## src/design/lspe_pkg.sv

```systemverilog
// shared types and constants for the lsb stego payload extractor
// no dependencies; used by every module of the block
package lspe_pkg;

  localparam int NAME_BYTES   = 12;
  localparam int LENGTH_BYTES = 4;

  // entries in the byte queue between front and back, power of two
  localparam int QUEUE_DEPTH  = 4;
  localparam int QPTR_W       = $clog2(QUEUE_DEPTH);
  localparam int QCNT_W       = $clog2(QUEUE_DEPTH + 1);

  localparam logic [1:0] SEC_NAME    = 2'd0;
  localparam logic [1:0] SEC_LENGTH  = 2'd1;
  localparam logic [1:0] SEC_PAYLOAD = 2'd2;
  localparam logic [1:0] SEC_IDLE    = 2'd3;

  typedef struct packed {
    logic [7:0] pixel;
    logic       start_of_image;
  } pixel_in_t;

  typedef struct packed {
    logic [7:0] data_byte;
    logic [1:0] byte_section;
    logic       length_error;
    logic       last;
  } byte_out_t;

  // assembled byte plus a flag that its first pixel restarted the frame
  typedef struct packed {
    logic [7:0] data_byte;
    logic       restart;
  } q_entry_t;

endpackage

```

## src/design/lspe_front.sv

```systemverilog
// front end: accepts pixels and packs their low bit pairs into bytes
// depends on lspe_pkg
module lspe_front (
  input  logic                clk,
  input  logic                rst_n,
  input  logic                in_valid,
  output logic                in_stall,
  input  lspe_pkg::pixel_in_t in_data,
  input  logic                q_full,
  output logic                push,
  output lspe_pkg::q_entry_t  push_data
);

  logic [1:0] pix_cnt_r, pix_cnt_nxt;
  logic [5:0] acc_r, acc_nxt;
  logic       restart_r, restart_nxt;
  logic       accept;
  logic [1:0] cnt_eff;
  logic [5:0] acc_eff;
  logic [1:0] pair;

  assign in_stall = q_full;
  assign accept   = in_valid && !q_full;
  assign pair     = in_data.pixel[1:0];

  // a start of image drops any partial byte, this pixel becomes the first
  assign cnt_eff = in_data.start_of_image ? 2'd0 : pix_cnt_r;
  assign acc_eff = in_data.start_of_image ? 6'd0 : acc_r;

  always_comb begin
    pix_cnt_nxt         = pix_cnt_r;
    acc_nxt             = acc_r;
    restart_nxt         = restart_r;
    push                = 1'b0;
    push_data.data_byte = {acc_eff, pair};
    push_data.restart   = restart_r;
    if (accept) begin
      if (cnt_eff != 2'd3) begin
        acc_nxt     = {acc_eff[3:0], pair};
        pix_cnt_nxt = cnt_eff + 2'd1;
        if (cnt_eff == 2'd0) begin
          restart_nxt = in_data.start_of_image;
        end
      end else begin
        push        = 1'b1;
        acc_nxt     = 6'd0;
        pix_cnt_nxt = 2'd0;
        restart_nxt = 1'b0;
      end
    end
  end

  always_ff @(posedge clk) begin
    if (!rst_n) begin
      pix_cnt_r <= 2'd0;
      acc_r     <= 6'd0;
      restart_r <= 1'b0;
    end else begin
      pix_cnt_r <= pix_cnt_nxt;
      acc_r     <= acc_nxt;
      restart_r <= restart_nxt;
    end
  end

endmodule

```

## src/design/lspe_queue.sv

```systemverilog
// short byte queue between front and back
// depends on lspe_pkg
module lspe_queue (
  input  logic                          clk,
  input  logic                          rst_n,
  input  logic                          push,
  input  lspe_pkg::q_entry_t            push_data,
  input  logic                          pop,
  output lspe_pkg::q_entry_t            head,
  output logic                          empty,
  output logic                          full,
  output logic [lspe_pkg::QCNT_W-1:0]   count
);

  lspe_pkg::q_entry_t               mem_r [lspe_pkg::QUEUE_DEPTH];
  logic [lspe_pkg::QPTR_W-1:0]      wr_ptr_r, wr_ptr_nxt;
  logic [lspe_pkg::QPTR_W-1:0]      rd_ptr_r, rd_ptr_nxt;
  logic [lspe_pkg::QCNT_W-1:0]      cnt_r, cnt_nxt;
  logic                             do_push, do_pop;

  assign empty   = (cnt_r == '0);
  assign full    = (cnt_r == lspe_pkg::QCNT_W'(lspe_pkg::QUEUE_DEPTH));
  assign count   = cnt_r;
  assign head    = mem_r[rd_ptr_r];
  assign do_push = push && !full;
  assign do_pop  = pop && !empty;

  always_comb begin
    wr_ptr_nxt = do_push ? wr_ptr_r + 1'b1 : wr_ptr_r;
    rd_ptr_nxt = do_pop ? rd_ptr_r + 1'b1 : rd_ptr_r;
    cnt_nxt    = cnt_r;
    if (do_push && !do_pop) begin
      cnt_nxt = cnt_r + 1'b1;
    end else if (do_pop && !do_push) begin
      cnt_nxt = cnt_r - 1'b1;
    end
  end

  always_ff @(posedge clk) begin
    if (do_push) begin
      mem_r[wr_ptr_r] <= push_data;
    end
  end

  always_ff @(posedge clk) begin
    if (!rst_n) begin
      wr_ptr_r <= '0;
      rd_ptr_r <= '0;
      cnt_r    <= '0;
    end else begin
      wr_ptr_r <= wr_ptr_nxt;
      rd_ptr_r <= rd_ptr_nxt;
      cnt_r    <= cnt_nxt;
    end
  end

endmodule

```

## src/design/lspe_back.sv

```systemverilog
// back end: frames bytes into name, length and payload, drives the result register
// depends on lspe_pkg
module lspe_back (
  input  logic                clk,
  input  logic                rst_n,
  input  lspe_pkg::q_entry_t  head,
  input  logic                q_empty,
  output logic                pop,
  output logic                out_valid,
  input  logic                out_stall,
  output lspe_pkg::byte_out_t out_data
);

  logic [1:0]          phase_r, phase_nxt;
  logic [31:0]         cnt_r, cnt_nxt;
  logic [31:0]         len_r, len_nxt;
  logic                out_valid_r, out_valid_nxt;
  lspe_pkg::byte_out_t out_data_r, out_data_nxt;

  logic [1:0]          eff_phase;
  logic [31:0]         eff_cnt;
  logic [31:0]         eff_len;
  logic [31:0]         cnt_inc;
  logic [31:0]         len_new;
  logic [31:0]         shifted;
  logic                out_free;
  logic                drop;
  logic                emit;
  lspe_pkg::byte_out_t res;

  assign out_valid = out_valid_r;
  assign out_data  = out_data_r;

  // a restart byte sees cleared framing state
  assign eff_phase = head.restart ? lspe_pkg::SEC_NAME : phase_r;
  assign eff_cnt   = head.restart ? 32'd0 : cnt_r;
  assign eff_len   = head.restart ? 32'd0 : len_r;
  assign cnt_inc   = eff_cnt + 32'd1;

  assign out_free = !out_valid_r || !out_stall;
  assign drop     = (eff_phase == lspe_pkg::SEC_IDLE);
  assign pop      = !q_empty && (drop || out_free);
  assign emit     = pop && !drop;

  always_comb begin
    case (eff_cnt[1:0])
      2'd0:    shifted = {24'd0, head.data_byte};
      2'd1:    shifted = {16'd0, head.data_byte, 8'd0};
      2'd2:    shifted = {8'd0, head.data_byte, 16'd0};
      default: shifted = {head.data_byte, 24'd0};
    endcase
    len_new = eff_len | shifted;
  end

  always_comb begin
    phase_nxt        = eff_phase;
    cnt_nxt          = cnt_inc;
    len_nxt          = eff_len;
    res.data_byte    = head.data_byte;
    res.byte_section = eff_phase;
    res.length_error = 1'b0;
    res.last         = 1'b0;
    case (eff_phase)
      lspe_pkg::SEC_NAME: begin
        if (cnt_inc >= 32'(lspe_pkg::NAME_BYTES)) begin
          phase_nxt = lspe_pkg::SEC_LENGTH;
          cnt_nxt   = 32'd0;
        end
      end
      lspe_pkg::SEC_LENGTH: begin
        len_nxt = len_new;
        if (cnt_inc >= 32'(lspe_pkg::LENGTH_BYTES)) begin
          cnt_nxt = 32'd0;
          // zero or negative length ends the frame
          if (len_new == 32'd0 || len_new[31]) begin
            res.length_error = 1'b1;
            phase_nxt        = lspe_pkg::SEC_IDLE;
          end else begin
            phase_nxt = lspe_pkg::SEC_PAYLOAD;
          end
        end
      end
      lspe_pkg::SEC_PAYLOAD: begin
        if (cnt_inc >= eff_len || head.data_byte == 8'd0) begin
          res.last  = 1'b1;
          phase_nxt = lspe_pkg::SEC_IDLE;
        end
      end
      default: begin
        cnt_nxt = eff_cnt;
      end
    endcase
  end

  always_comb begin
    out_valid_nxt = out_valid_r;
    out_data_nxt  = out_data_r;
    if (out_free) begin
      out_valid_nxt = emit;
      out_data_nxt  = res;
    end
  end

  always_ff @(posedge clk) begin
    out_data_r <= out_data_nxt;
  end

  always_ff @(posedge clk) begin
    if (!rst_n) begin
      phase_r     <= lspe_pkg::SEC_NAME;
      cnt_r       <= 32'd0;
      len_r       <= 32'd0;
      out_valid_r <= 1'b0;
    end else begin
      if (emit) begin
        phase_r <= phase_nxt;
        cnt_r   <= cnt_nxt;
        len_r   <= len_nxt;
      end
      out_valid_r <= out_valid_nxt;
    end
  end

endmodule

```

## src/design/lsb_stego_payload_extractor_top.sv

```systemverilog
// Pixels are taken one per clock, without a gap, as long as the four-entry byte
// queue between front and back has room; in_stall rises only when that queue is
// full, which happens when results are held off by out_stall. Every fourth pixel
// completes a byte; the queue takes that byte when its last pixel is transferred,
// and the framing stage loads it into the output register once that register is
// free. Results leave at up to one per clock while out_stall is low. There is
// no clearing pass after reset: decoding starts at once with the name section.
// top level: lspe_front, lspe_queue and lspe_back; depends on lspe_pkg
module lsb_stego_payload_extractor_top (
  input  logic                clk,
  input  logic                rst_n,
  input  logic                in_valid,
  output logic                in_stall,
  input  lspe_pkg::pixel_in_t in_data,
  output logic                out_valid,
  input  logic                out_stall,
  output lspe_pkg::byte_out_t out_data
);

  logic                           push;
  lspe_pkg::q_entry_t             push_data;
  logic                           pop;
  lspe_pkg::q_entry_t             head;
  logic                           q_empty;
  logic                           q_full;
  logic [lspe_pkg::QCNT_W-1:0]    q_count;

  lspe_front u_front (
    .clk       (clk),
    .rst_n     (rst_n),
    .in_valid  (in_valid),
    .in_stall  (in_stall),
    .in_data   (in_data),
    .q_full    (q_full),
    .push      (push),
    .push_data (push_data)
  );

  lspe_queue u_queue (
    .clk       (clk),
    .rst_n     (rst_n),
    .push      (push),
    .push_data (push_data),
    .pop       (pop),
    .head      (head),
    .empty     (q_empty),
    .full      (q_full),
    .count     (q_count)
  );

  lspe_back u_back (
    .clk       (clk),
    .rst_n     (rst_n),
    .head      (head),
    .q_empty   (q_empty),
    .pop       (pop),
    .out_valid (out_valid),
    .out_stall (out_stall),
    .out_data  (out_data)
  );

  // a completed byte must always find room in the queue
  a_no_push_when_full: assert property (@(posedge clk) disable iff (!rst_n)
    push |-> !q_full)
    else $error("byte pushed into a full queue");

  a_count_bound: assert property (@(posedge clk) disable iff (!rst_n)
    q_count <= lspe_pkg::QCNT_W'(lspe_pkg::QUEUE_DEPTH))
    else $error("queue count beyond depth");

  a_error_in_length: assert property (@(posedge clk) disable iff (!rst_n)
    out_valid && out_data.length_error |-> out_data.byte_section == lspe_pkg::SEC_LENGTH)
    else $error("length error outside the length section");

  a_last_in_payload: assert property (@(posedge clk) disable iff (!rst_n)
    out_valid && out_data.last |-> out_data.byte_section == lspe_pkg::SEC_PAYLOAD)
    else $error("last mark outside the payload section");

endmodule
```

## config.mk

```make
export PLATFORM = sky130hd
export DESIGN_NAME = lsb_stego_payload_extractor_top
export DESIGN_NICKNAME = d
export VERILOG_FILES = /design/src/design/lspe_pkg.sv /design/src/design/lspe_front.sv /design/src/design/lspe_queue.sv /design/src/design/lspe_back.sv /design/src/design/lsb_stego_payload_extractor_top.sv
export SDC_FILE = /design/constraint.sdc
export NUM_CORES = 1
export LEC_CHECK = 0
export BUFFER_PORTS_ARGS = -buffer_cell sky130_fd_sc_hd__buf_2
export CORE_UTILIZATION = 60
export CTS_CLUSTER_SIZE = 28
export DETAILED_ROUTE_END_ITERATION = 10
export GPL_ROUTABILITY_DRIVEN = 0
export PLACE_DENSITY_LB_ADDON = 0.3
export RECOVER_POWER = 25
export SYNTH_ARGS = -nofsm -noshare
export SYNTH_HDL_FRONTEND = slang
export SYNTH_SLANG_ARGS = --single-unit
```

## constraint.sdc

```tcl
create_clock -name clk -period 6.6 [get_ports clk]
set_input_delay 0.99 -clock clk [delete_from_list [all_inputs] [get_ports clk]]
set_output_delay 0.99 -clock clk [all_outputs]
set_load 0.02 [all_outputs]
```

==> impl_metrics.yaml <==
logic_synthesis:
  synth_cells: 718
  synthMuxAreaShare_pct: 3.88
  synth_seq_cells: 133
  synth_top_family_by_area: "simple AND/OR/NAND/NOR gates"
  yosysWarnings: 0
  synth-xor-area-share_pct: 3.02
  synth_compound_area_share_pct: 17.2
  yosys.area_share.simple_pct: 21.6
  synthAdderAreaFrac_pct: 7.34
  synth_fp_nets: 773
  synth_edf_count: 48
  avgSynthCellArea_um2: 10.1
  ys_seq_area_share_pct: 43.3
  synth_area_um2: 7260
  synth.distinct_cells: 74
  async_flop_share_pct: 0
  synth_flop_cell: "dfxtp_1"
drt:
  drtIter0Drc: 661
  via_count: 5767
  drtAntennaViolNets: 0
  drc: 0
  drt-pass1-iter-count: 7
  wl_mm: 17.3
  wl_per_cell_um: 19.8
  vias_per_cell: 6.59
cells_and_area:
  fin_nets: 774
  most-common-layout-cells: "dfxtp_1 (85), nand2_1 (70), edfxtp_1 (48), nor2b_1 (44), ha_1 (41)"
  final_cell_area_um2: 7980
  fin_cells: 875
  fill_cells: 852
  antennaDiodeCount: 0
  final_common_cell: "dfxtp_1"
  fin_util_pct: 68.7
  area_growth_pct: 9.89
  drive_gt1_share_pct: 12.3
clock_tree:
  cts_buffers: 17
  clockRootBuffer: "clkbuf_16"
  cts_buffer_depth: 2
  clk_latency_ns: 0.43
  post_cts_resized: 0
  cts_sinks: 133
  htreeDepth: 4
  cts_setup_buffers: 0
  hold_buffers: 0
  cts_tree: "done"
  clk_pin_slew_ns: 0.06
critical_path:
  slowest_stage: "dfxtp_1"
  path_max_fanout: 22
  arrival_ns: 5.37
  cp-end-kind: "flip-flop"
  crit_buf_inv: 1
  crit_family: "simple AND/OR/NAND/NOR gates"
  path_cells: "mux4_2, nor2b_1, ha_1, inv_1, nor4_4, xnor2_1, nor2_1, nor4_2, nand4b_2, or4_4, a21oi_4, and2_1, a22o_1"
  cp.required_ns: 6.97
  critPathKind: "flip-flop to flip-flop"
  critPathMaxStageDelay_ns: 0.76
  cp-start-kind: "flip-flop"
power_and_ir_drop:
  internal_power_mw: 1.67
  p_sw_mw: 0.902
  ir_drop_uv: 284
  finalPower_mw: 2.57
  leakage_nw: 2.92
  clockPowerShare_pct: 37.2
  p_seq_share_pct: 38.1
  powerDensity_nw_per_um2: 323
  p_comb_share_pct: 24.7
  swShare_pct: 35.1
die:
  pin_count: 27
  fp.dieH_um: 112
  die_w_um: 112
  start_util_pct: 62.5
  core_area_um2: 11600
  die_area_um2: 12500
  num_rows: 39
sta:
  timing.final.ws_setup_ns: 1.60
  holdWs_ns: 0.478
  setup_viol: 0
  drv_slew: 0
  period_share_pct: 75.8
  tightestPinTransition_ns: 1.05
  fin_tns_setup_ns: 0
  rsz0062_at_grt: "false"
  hold_viol: 0
  relSlewSlack_pct: 29.9
  max_freq_mhz: 200
  min_period_ns: 5.00
  fin_skew_ns: 0.00951
placed_design:
  portBuffers: 20
  post-dp-hpwl_mm: 11.7
  post-place-ws_ns: 1.68
  dp_cells: 843
  place_area_um2: 7370
global_route:
  overflow: 0
  antenna_found_initial: 0
  grt_pass1_vias: 5695
  grt_use_total_pct: 29.1
  grt_pass1_wl_mm: 28.2
  grt_max_degree: 57
worst_hold_path:
  hp-class: "flip-flop to flip-flop"
run_status:
  status: "finished, final reports clean"
run:
  max_cap_viol_count: 0
-- layer usage --
metal / GRT usage [%] / vias to the layer above / part of all wire, %
li1: - / 2708 / -
met1: 34.9 / 2750 / 41
met2: 47.9 / 257 / 49
met3: 6.53 / 52 / 5.9
met4: 17.2 / 0 / 4.2
met5: 0 / - / 0
-- state kept, by name (all words and copies together), names as in the netlist, named ones only --
register,cells
u_queue.mem_r,36
u_back.out_valid,1
u_queue.wr_ptr_r,2
u_front.restart_r,1
u_back.cnt_r,32
u_front.pix_cnt_r,2
u_queue.rd_ptr_r,2
u_queue.count,3
u_back.out_data,12
u_back.len_r,32
u_front.acc_r,6
u_back.phase_r,2
-- worst min-delay path, stage by stage, from the launching register on --
cell and delay, ns:
dfxtp_1 0.31, nand2_1 0.05, a21boi_0 0.07
-- cell families (layout without fill, tap and decap cells) --
family / count (synthesis) / count (layout)
buffers and inverters: 60 / 74
xor gates and xnor gates: 25 / 25
adders and majority gates: 42 / 42
muxes: 18 / 18
DFF: 133 / 133
AOI/OAI and AO/OA: 161 / 161
and+or+nand+nor: 279 / 279
-- worst paths after layout --
check | from | end | slack, ns | cells past startpoint
max | flip-flop | u_back.cnt_r[6] | 1.60 | 13
min | u_front.acc_r[5] | u_front.acc_r[5] | 0.48 | 2
max reg2reg | flip-flop | u_back.cnt_r[6] | 1.60 | 13
min reg2reg | u_front.acc_r[5] | u_front.acc_r[5] | 0.48 | 2
-- synth_stat cells, types with 4 or more instances --
library cell	instances	area, µm²
a21boi_0	13	97.6
a21o_1	13	97.6
a21oi_1	16	80.1
a22o_1	30	263
a22oi_1	32	240
a31oi_1	4	25.0
and2_1	13	81.3
and3_1	6	37.5
and4_1	9	78.8
buf_1	5	18.8
buf_2	7	35.0
buf_4	5	37.5
clkbuf_1	24	90.1
dfxtp_1	85	1700
edfxtp_1	48	1440
ha_1	41	513
inv_1	17	63.8
mux2i_1	9	90.1
mux4_2	8	180
nand2_1	70	263
nand2b_1	4	25.0
nand3_1	18	90.1
nand4_1	21	131
nor2_1	40	150
nor2b_1	44	275
nor3_1	5	25.0
nor4_1	16	100
nor4_2	5	62.6
o211ai_1	4	30.0
o21ai_0	11	55.1
o31ai_1	4	30.0
or2_2	4	25.0
or3_1	4	25.0
or4_1	6	45.0
xnor2_1	18	158
xor2_1	7	61.3
-- power by group through the flow --
stage	registers (mW)	clock network (mW)	logic, mW
4_1_cts	0.980	0.967	0.630
3_3_place_gp	0.995	0	0.610
2_1_floorplan	1.01	0	0.447
3_5_place_dp	0.998	0	0.624
5_1_grt	0.988	1.01	0.680
6_report	0.981	0.958	0.635
-- final cells by class --
cell class              instances  area [µm²]  share of cell area [%]
clock buffers                  17         425                    5.33
clock inverters                15         184                    2.31
inverters                      17        63.8                   0.800
multi-input cells             525        3850                    48.2
flip-flops and latches        133        3140                    39.4
well taps                     143         179                    2.24
repair buffers                 25         134                    1.68
(Power assumes the default switching activity.)
